<file path="src/hdl/bdq_pkg.sv">
// Shared types, codes and constants of the bounded deque with sorted insert.
`default_nettype none

package bdq_pkg;

    // Default sizes handed to the top level
    localparam int CAPACITY_DEF   = 64;
    localparam int DATA_WIDTH_DEF = 32;

    // Cell outputs merged per group in the first level of the readout tree
    localparam int GROUP_SIZE = 16;

    // Field widths of the stream items
    localparam int CMD_W    = 3;
    localparam int VALUE_W  = 32;
    localparam int INDEX_W  = 6;
    localparam int STATUS_W = 2;
    localparam int COUNT_W  = 7;
    localparam int S_DATA_W = 48;
    localparam int M_DATA_W = 112;

    typedef enum logic [CMD_W-1:0] {
        CMD_PUSH_FRONT = 3'd0,
        CMD_PUSH_BACK  = 3'd1,
        CMD_SORTED     = 3'd2,
        CMD_POP_FRONT  = 3'd3,
        CMD_POP_BACK   = 3'd4,
        CMD_READ       = 3'd5
    } cmd_t;

    typedef enum logic [STATUS_W-1:0] {
        STATUS_OK    = 2'd0,
        STATUS_EMPTY = 2'd1,
        STATUS_FULL  = 2'd2,
        STATUS_RANGE = 2'd3
    } status_t;

    typedef enum logic [2:0] {
        S_IDLE,
        S_MARK,
        S_APPLY,
        S_GATHER,
        S_REPORT
    } state_t;

    // How each cell sets its mark before an insert
    typedef enum logic [1:0] {
        MARK_NONE,
        MARK_ALL,
        MARK_GREATER
    } mark_t;

    // What the row of cells does in the apply cycle
    typedef enum logic [1:0] {
        ACT_NONE,
        ACT_INSERT,
        ACT_POP_FRONT
    } act_t;

    typedef struct packed {
        logic  mark_en;
        mark_t mark;
        logic  apply_en;
        act_t  act;
    } cell_ctl_t;

endpackage

`default_nettype wire

</file>
<file path="src/hdl/bdq_scan.sv">
// Suffix OR over the cell marks: flags every cell with a marked cell at or behind it.
`default_nettype none

module bdq_scan #(
    parameter int N = bdq_pkg::CAPACITY_DEF,
    localparam int L = (N > 1) ? $clog2(N) : 1
) (
    input  wire logic [N-1:0] flags,
    output logic [N-1:0]      suffix
);

    logic [N-1:0] lvl [0:L];

    assign lvl[0] = flags;

    // Log-depth prefix network, each level doubling the span
    for (genvar k = 0; k < L; k++)
    begin : g_level
        for (genvar i = 0; i < N; i++)
        begin : g_bit
            if (i + (1 << k) < N)
            begin : g_join
                assign lvl[k+1][i] = lvl[k][i] | lvl[k][i + (1 << k)];
            end
            else
            begin : g_pass
                assign lvl[k+1][i] = lvl[k][i];
            end
        end
    end

    assign suffix = lvl[L];

endmodule

`default_nettype wire

</file>
<file path="config.mk">
export PLATFORM = sky130hd
export DESIGN_NAME = bdq_scan
export DESIGN_NICKNAME = d
export VERILOG_FILES = /design/src/hdl/bdq_pkg.sv /design/src/hdl/bdq_scan.sv
export SDC_FILE = /design/constraint.sdc
export NUM_CORES = 1
export LEC_CHECK = 0
export BUFFER_PORTS_ARGS = -buffer_cell sky130_fd_sc_hd__buf_2
export CORE_MARGIN = 2
export CORE_UTILIZATION = 33
export DETAILED_ROUTE_END_ITERATION = 16
export PLACE_DENSITY = 0.87
export SETUP_SLACK_MARGIN = 0.05
export SYNTH_ARGS = -nofsm -noshare
export SYNTH_HDL_FRONTEND = slang
export SYNTH_SLANG_ARGS = --single-unit
</file>
<file path="constraint.sdc">
create_clock -name vclk -period 2.8
set_clock_uncertainty 0.05 [all_clocks]
set_input_delay 0.28 -clock vclk [all_inputs]
set_output_delay 0.28 -clock vclk [all_outputs]
set_load 0.1 [all_outputs]
</file>
==> metrics.cfg <==
[final_layout]
mostFrequentLayoutCell = buf_2
layout-drive-gt1-share_pct = 62.98
diodes = 0
design.seq.count = 0
nFillCells = 242
area_growth_pct = 88.54
nets = 328
most-common-layout-cells = buf_2 (128), nor2_1 (22), nand2_1 (15), nor3_1 (11), nand3_2 (11)
regArea_sq_um = 0
clockBufferCount = 0

[grt]
grt-busiest-layer = met2
antenna_found_initial = 0
grt_use_total_pct = 19.85
met2_usage_pct = 39.96
gr-total-overflow = 0
grt_max_degree = 23
met1_usage_pct = 23.04
grt_pass1_wl_mm = 4.581
grtUsageMet3_pct = 0.8333
grt_pass1_vias = 1154

[synth]
synth_nets = 198
netlist.area_leader.share_pct = 10.26
synth_top_cell_by_area = nand3_1
yosys_warnings = 0
synth_area_sq_um = 829.5
synth_cell_types = 28
netlist_instances = 134
synth.avg_cell_area_sq_um = 6.191
yosys-top-cells-area = nand3_1 (10%), nor2_1 (10%), nand2_1 (7.2%)
ys_seq_area_share_pct = 0

[timing]
hold_viol_final = 0
worst_hold_slack_ns = 0.9276
setup_viol = 0
rsz0062_at_grt = no
max_freq_mhz = 399.0
fin_ws_ns = 0.2935
period_minus_slack_ns = 2.507
worst_pin_slew_ns = 0.5605
fin_crit_sh_pct = 89.52
slew_viol_final = 0
slew_headroom_pct = 62.34

[pwr]
p_switching_mw = 0.07060
seq_power_share_pct = 0
pwr-share-comb_pct = 100.0
p_int_mw = 0.04873
p_leak_nw = 0.5954
p_sw_share_pct = 59.17
p_clk_share_pct = 0
peakVddDrop_uv = 67.31
power.density_mw_per_mm2 = 76.30

[place]
gp_congestion = 0.7246
dp_slack_ns = 0.2743
hpwlAfterDp_mm = 2.939
port_buffers = 128

[route]
drtPass1Iterations = 4
drt-initial-drc-count = 19
routed_wl_mm = 3.335
drc = 0
via_per_inst = 5.082
num_vias = 1484
ant_nets = 0
post_drt_wl_per_cell_um = 11.42

[floorplan]
die_height_um = 54.14
io_pins = 128
core_area_sq_mm = 0.002432
die_area_sq_mm = 0.002931
rows = 18
die_x_um = 54.14
start_util_pct = 34.10

[clock_network]
cts_hold_buf = 0
post_cts_buffers = 0
ctsResizeCount = 0

[min_path]
min_path_type = in -> out

[setup_path]
critPathMaxFanout = 9
end_kind = output pin
critical_path_arrival_ns = 2.18
startpoint_type = input pin
crit_type = in -> out
worstPathRequired_ns = 2.47

[run]
drv_cap = 0

[status]
outcome = finished clean

==> synthesized netlist by cell type <==
master	instances
nor3_2	3
buf_6	2
buf_4	1
and3_1	1
nand3b_1	4
buf_2	2
nand4b_1	4
nor4_1	6
or2b_1	1
nand4_1	7
nand2_1	16
nor3_1	11
inv_1	9
nor4b_4	1
or2_4	1
nor4_4	2
or4_1	2
or2_2	4
nor4_2	3
or4_4	1
nor2b_1	1
nand2b_1	4
or3_1	5
nand4_4	1
nand4_2	1
nand3_1	17
or3_4	2
nor2_1	22
==> area by class of cell <==
cell class / count / area [sq um] / area share (%)
inverters: 9 / 33.78 / 2.160
repair buffers: 133 / 678.2 / 43.36
well taps: 30 / 37.54 / 2.400
multi-input cells: 120 / 814.5 / 52.08
==> through the flow <==
| step | setup TNS (ns) | area (sq um) | cells | utilization (%) | power (mW) |
|---|---|---|---|---|---|
| finish | 0 | 1564 | 292 | 64.30 | 0.1193 |
| detailed placement | 0 | 1564 | 292 | 64.30 | 0.1190 |
| global route | 0 | 1564 | 292 | 64.30 | 0.1295 |
| global placement | 0 | 1564 | 292 | 64.30 | 0.1168 |
| CTS | 0 | 1564 | 292 | 64.30 | 0.1194 |
| floorplan | -1.877 | 888.4 | 134 | - | 0.05184 |
==> critical path, stage by stage <==
cell,delay [ns]
buf_2,0.12
nor4_2,0.41
nand3_1,0.31
nor4b_4,0.63
nand3b_1,0.12
buf_2,0.31
==> power by group through the flow <==
| stage | registers (mW) | clock network (mW) | logic (mW) |
|---|---|---|---|
| final | 0 | 0 | 0.119 |
| after global routing | 0 | 0 | 0.130 |
| after CTS | 0 | 0 | 0.119 |
| after detailed placement | 0 | 0 | 0.119 |
| after global placement | 0 | 0 | 0.117 |
| after floorplan | 0 | 0 | 0.0518 |
==> worst paths after layout <==
check	startpoint	to	slack [ns]	cells after the start
hold / removal	flags[63]	suffix[63]	0.93	2
setup / recovery	flags[45]	suffix[23]	0.29	6
==> routing by layer <==
metal / vias to the layer above / routed length, um
li1: 749 / -
met4: 0 / 23
met5: - / 0
met2: 69 / 1747
met1: 664 / 1289
met3: 2 / 275
==> logic make-up (layout without fill, tap and decap cells) <==
group                  Yosys count  in the layout  synth area share (%)
buffers and inverters           14            142                 8.899
AND/OR/NAND/NOR                120            120                 91.10
(Power assumes the default switching activity.)
