--- config.mk ---
export PLATFORM = sky130hd
export DESIGN_NAME = bdq_cell
export DESIGN_NICKNAME = d
export VERILOG_FILES = /design/src/hdl/bdq_pkg.sv /design/src/hdl/bdq_cell.sv
export SDC_FILE = /design/constraint.sdc
export NUM_CORES = 1
export LEC_CHECK = 0
export BUFFER_PORTS_ARGS = -buffer_cell sky130_fd_sc_hd__buf_4
export CORE_AREA = 2 2 85 87
export CTS_BUF_LIST = sky130_fd_sc_hd__clkbuf_8
export CTS_CLUSTER_DIAMETER = 150
export DETAILED_ROUTE_END_ITERATION = 10
export DIE_AREA = 0 0 87 89
export GPL_ROUTABILITY_DRIVEN = 0
export PLACE_DENSITY_LB_ADDON = 0.12
export SYNTH_ARGS = -nofsm -noshare
export SYNTH_HDL_FRONTEND = slang
export SYNTH_SLANG_ARGS = --single-unit
--- constraint.sdc ---
create_clock -name clk -period 3.8 [get_ports clk]
set_input_delay 0.57 -clock clk [delete_from_list [all_inputs] [get_ports clk]]
set_output_delay 0.57 -clock clk [all_outputs]
set_load 0.005 [all_outputs]
--- src/hdl/bdq_pkg.sv ---
// Shared types, codes and constants of the bounded deque with sorted insert.
`default_nettype none

package bdq_pkg;

    // Default sizes handed to the top level
    localparam int CAPACITY_DEF   = 64;
    localparam int DATA_WIDTH_DEF = 32;

    // Cell outputs merged per group in the first level of the readout tree
    localparam int GROUP_SIZE = 16;

    // Field widths of the stream items
    localparam int CMD_W    = 3;
    localparam int VALUE_W  = 32;
    localparam int INDEX_W  = 6;
    localparam int STATUS_W = 2;
    localparam int COUNT_W  = 7;
    localparam int S_DATA_W = 48;
    localparam int M_DATA_W = 112;

    typedef enum logic [CMD_W-1:0] {
        CMD_PUSH_FRONT = 3'd0,
        CMD_PUSH_BACK  = 3'd1,
        CMD_SORTED     = 3'd2,
        CMD_POP_FRONT  = 3'd3,
        CMD_POP_BACK   = 3'd4,
        CMD_READ       = 3'd5
    } cmd_t;

    typedef enum logic [STATUS_W-1:0] {
        STATUS_OK    = 2'd0,
        STATUS_EMPTY = 2'd1,
        STATUS_FULL  = 2'd2,
        STATUS_RANGE = 2'd3
    } status_t;

    typedef enum logic [2:0] {
        S_IDLE,
        S_MARK,
        S_APPLY,
        S_GATHER,
        S_REPORT
    } state_t;

    // How each cell sets its mark before an insert
    typedef enum logic [1:0] {
        MARK_NONE,
        MARK_ALL,
        MARK_GREATER
    } mark_t;

    // What the row of cells does in the apply cycle
    typedef enum logic [1:0] {
        ACT_NONE,
        ACT_INSERT,
        ACT_POP_FRONT
    } act_t;

    typedef struct packed {
        logic  mark_en;
        mark_t mark;
        logic  apply_en;
        act_t  act;
    } cell_ctl_t;

endpackage

`default_nettype wire

--- src/hdl/bdq_cell.sv ---
// One storage cell of the deque row: holds one entry and its insert mark.
`default_nettype none

module bdq_cell #(
    parameter int CAPACITY   = bdq_pkg::CAPACITY_DEF,
    parameter int DATA_WIDTH = bdq_pkg::DATA_WIDTH_DEF,
    parameter int INDEX      = 0,
    localparam int CW = $clog2(CAPACITY + 1),
    localparam int PW = $clog2(CAPACITY)
) (
    input  wire logic                         clk,
    input  wire bdq_pkg::cell_ctl_t           ctl,
    input  wire logic signed [DATA_WIDTH-1:0] word,
    input  wire logic signed [DATA_WIDTH-1:0] left_entry,
    input  wire logic signed [DATA_WIDTH-1:0] right_entry,
    input  wire logic [CW-1:0]                count,
    input  wire logic [PW-1:0]                rd_pos,
    input  wire logic [PW-1:0]                back_pos,
    input  wire logic                         after_self,
    input  wire logic                         after_prev,
    output logic signed [DATA_WIDTH-1:0]      entry,
    output logic                              gt,
    output logic [DATA_WIDTH-1:0]             rd_part,
    output logic [DATA_WIDTH-1:0]             back_part
);

    logic signed [DATA_WIDTH-1:0] entry_reg, entry_next;
    logic                         gt_reg, gt_next;
    logic                         occupied;
    logic                         reach;

    // This cell holds an entry, or is the first free place
    assign occupied = count > CW'(INDEX);
    assign reach    = count >= CW'(INDEX);

    // Set the mark: an occupied cell that the new word must stay behind
    always_comb
    begin
        gt_next = gt_reg;
        if (ctl.mark_en)
        begin
            unique case (ctl.mark)
                bdq_pkg::MARK_NONE:    gt_next = 1'b0;
                bdq_pkg::MARK_ALL:     gt_next = occupied;
                bdq_pkg::MARK_GREATER: gt_next = occupied && (entry_reg > word);
                default:               gt_next = 1'b0;
            endcase
        end
    end

    // Hold, load the new word, or take a neighbour's entry
    always_comb
    begin
        entry_next = entry_reg;
        if (ctl.apply_en)
        begin
            unique case (ctl.act)
                bdq_pkg::ACT_INSERT:
                begin
                    priority if (after_self)
                        entry_next = entry_reg;
                    else if (after_prev)
                        entry_next = word;
                    else if (reach)
                        entry_next = left_entry;
                    else
                        entry_next = entry_reg;
                end
                bdq_pkg::ACT_POP_FRONT: entry_next = right_entry;
                default:                entry_next = entry_reg;
            endcase
        end
    end

    always_ff @(posedge clk)
    begin
        entry_reg <= entry_next;
        gt_reg    <= gt_next;
    end

    // Offer the entry to the readout trees when addressed
    assign entry     = entry_reg;
    assign gt        = gt_reg;
    assign rd_part   = (rd_pos == PW'(INDEX)) ? entry_reg : '0;
    assign back_part = (back_pos == PW'(INDEX)) ? entry_reg : '0;

endmodule

`default_nettype wire

==> impl_metrics.yaml <==
worst_setup_path:
  cpMaxStageDelayCell: "or4_1"
  cp_max_fo: 18
  r2r_end: "gt"
  critical_path.top_delay_family: "simple AND/OR/NAND/NOR gates"
  startpoint_type: "input port"
  path_cells: "buf_4, or4_1, nor3_4, buf_4, and2_1, buf_4"
  slowest_delay_ps: 580
  r2r_slack_ps: 1470
  cp_common_cell: "buf_4"
  rr_worst_depth: 6
  worst_ep_arrival_time_ps: 2270
  path_buf_inv: 3
  reg2reg_from: "entry[31]"
  end_kind: "primary output"
  cp.required_ps: 3230
  crit_type: "in -> out"
routing:
  drtAntennaViolNets: 0
  vias_per_cell: 5.12
  drc: 0
  vias: 3259
  dr.pass1.iters: 4
  routed_wl_mm: 9.63
  wl_per_cell_um: 15.1
  drt_iter0_drc: 83
clocking:
  clkLatencyLatePin_ps: 290
  cts_resized: 0
  cts.sinks: 33
  clockRootBuffer: "clkbuf_8"
  cts_buffers: 5
  cts_setup_buffers: 0
  clock_path_buffers: 2
  tritoncts: "built"
  path_clk_slew_ps: 60
  htreeDepth: 2
  cts.hold.buffers_added: 0
hold_path:
  hp-class: "in -> reg"
  hold_end: "gt"
  min_path_cells: 1
  hp-start: "ctl[5]"
logic_synthesis:
  synth-seq-area-share_pct: 33.0
  synth_seq_cells: 33
  synth.distinct_cells: 33
  synth_warnings: 0
  syn_nets: 499
  synth_area_um2: 3010
  async_flop_share_pct: 0
  synth_edf_count: 33
  synth_area_per_cell_um2: 8.81
  synth_cells: 341
  synthFlopType: "edfxtp_1"
final_layout:
  largest_reg_flops: 32
  fin_nets: 714
  layout-drive-gt1-share_pct: 42.3
  most-common-layout-cells: "buf_4, and2_1, nand2_1"
  area_delta_synth_final_pct: 60.3
  num_antenna_cells: 0
  layout_commonest_cell: "buf_4"
pwr:
  p_seq_share_pct: 44.8
  power.total_uw: 1040
  powerDensity_nw_per_um2: 216
  switchingPower_uw: 292
  power_leakage_uw: 0.00250
  swShare_pct: 28.1
  p_int_uw: 748
  max-vdd-ir-drop_uv: 124
  pwr-share-comb_pct: 31.5
  pwr-share-clk_pct: 23.7
timing:
  setup_viol: 0
  slew_headroom_pct: 58.2
  rsz0062_at_grt: "no"
  fin_crit_sh_pct: 74.7
  hold_viol_final: 0
  fin_skew_ps: 5.86
  setup_ws_ps: 960
  max_freq_mhz: 352
  worst_pin_slew_ps: 626
  tns_ps: 0
  fin_crit_ps: 2840
  slew_viol_final: 0
die:
  chipWidth_um: 87
  start_util_pct: 44.7
  placementRows: 30
  boundaryPins: 221
  fp.coreArea_um2: 6720
  die_area_um2: 7740
  dieHeight_um: 89
job:
  maxCapViolCount: 0
place:
  pre_cts_slack_ps: 956
  dp_hpwl_mm: 7.72
  port_buffers: 220
outcome:
  status: "complete, no violations"
grt:
  grt_pass1_vias: 3116
  grt_overflow: 0
  antenna_found_initial: 0
  grt_max_degree: 35
  grtUsageTotal_pct: 24.0
  grt_pass1_wl_mm: 14.4
worst register-to-register path, cell delays in order (launching register included):
cell and delay (ps):
edfxtp_1 460, ha_1 390, nand4_1 180, nor4_2 360, a31oi_1 180, and3_1 200
a221o_1 320
metal layers:
layer | GRT usage (%) | up-vias | share of wire [%]
met3 | 5.54 | 8 | 8.0
met2 | 45.7 | 136 | 52
met5 | 0 | - | 0
li1 | - | 1624 | -
met4 | 6.53 | 0 | 1.2
met1 | 26.6 | 1491 | 38
Yosys cell counts, drive strengths merged, types with 2 or more instances:
| cell | n | area (um2) |
|---|---|---|
| and2 | 62 | 388 |
| nand2 | 37 | 139 |
| inv | 35 | 131 |
| o21ai | 35 | 175 |
| ha | 34 | 425 |
| edfxtp | 33 | 991 |
| mux2i | 32 | 320 |
| a21oi | 13 | 65.1 |
| clkbuf | 11 | 41.3 |
| nand4 | 8 | 56.3 |
| buf | 6 | 30.0 |
| nand3 | 5 | 25.0 |
| nor3 | 4 | 25.0 |
| nor4 | 4 | 31.3 |
| a21o | 2 | 15.0 |
| a221o | 2 | 20.0 |
| nor2 | 2 | 7.51 |
| nor2b | 2 | 12.5 |
| o21a | 2 | 15.0 |
| or4 | 2 | 15.0 |
power by group through the flow:
stage	sequential (uW)	clock (uW)	combinational [uW]
global route	470	264	364
finish	466	246	327
global placement	472	0	319
floorplan	467	0	142
CTS	466	253	330
detailed placement	474	0	328
per-stage QoR:
step,area (um2),util [%],instances,hold WS (ps)
floorplan,3010,-,341,682
global placement,4740,70.6,629,770
detailed placement,4740,70.6,629,770
CTS,4820,71.7,636,470
global route,4820,71.7,636,465
finish,4820,71.7,636,480
final cells by class:
cell class | count | area (um2)
Clock buffer | 5 | 68.8
Timing Repair Buffer | 225 | 1690
Clock inverter | 2 | 7.51
Fill cell | 553 | 1900
Inverter | 35 | 131
Tap cell | 80 | 100
Sequential cell | 33 | 991
Multi-Input combinational cell | 256 | 1830
cell families after synthesis:
family / synth area share, %
adders and majority gates: 14.2
AOI/OAI and AO/OA: 11.5
DFF: 33.0
and+or+nand+nor: 24.0
buffers and inverters: 6.74
muxes: 10.7
how the worst max path moves through the flow:
stage / start / to / slack (ps) / cells after the start
6_report: rd_pos[3] / rd_part[25] / 960 / 6
5_1_grt: rd_pos[3] / rd_part[28] / 840 / 6
4_1_cts: rd_pos[3] / rd_part[25] / 950 / 6
3_5_place_dp: rd_pos[3] / rd_part[25] / 960 / 6
3_3_place_gp: rd_pos[3] / rd_part[17] / 1040 / 6
2_1_floorplan: word[14] / gt / 1550 / 8
(Power assumes the default switching activity.)
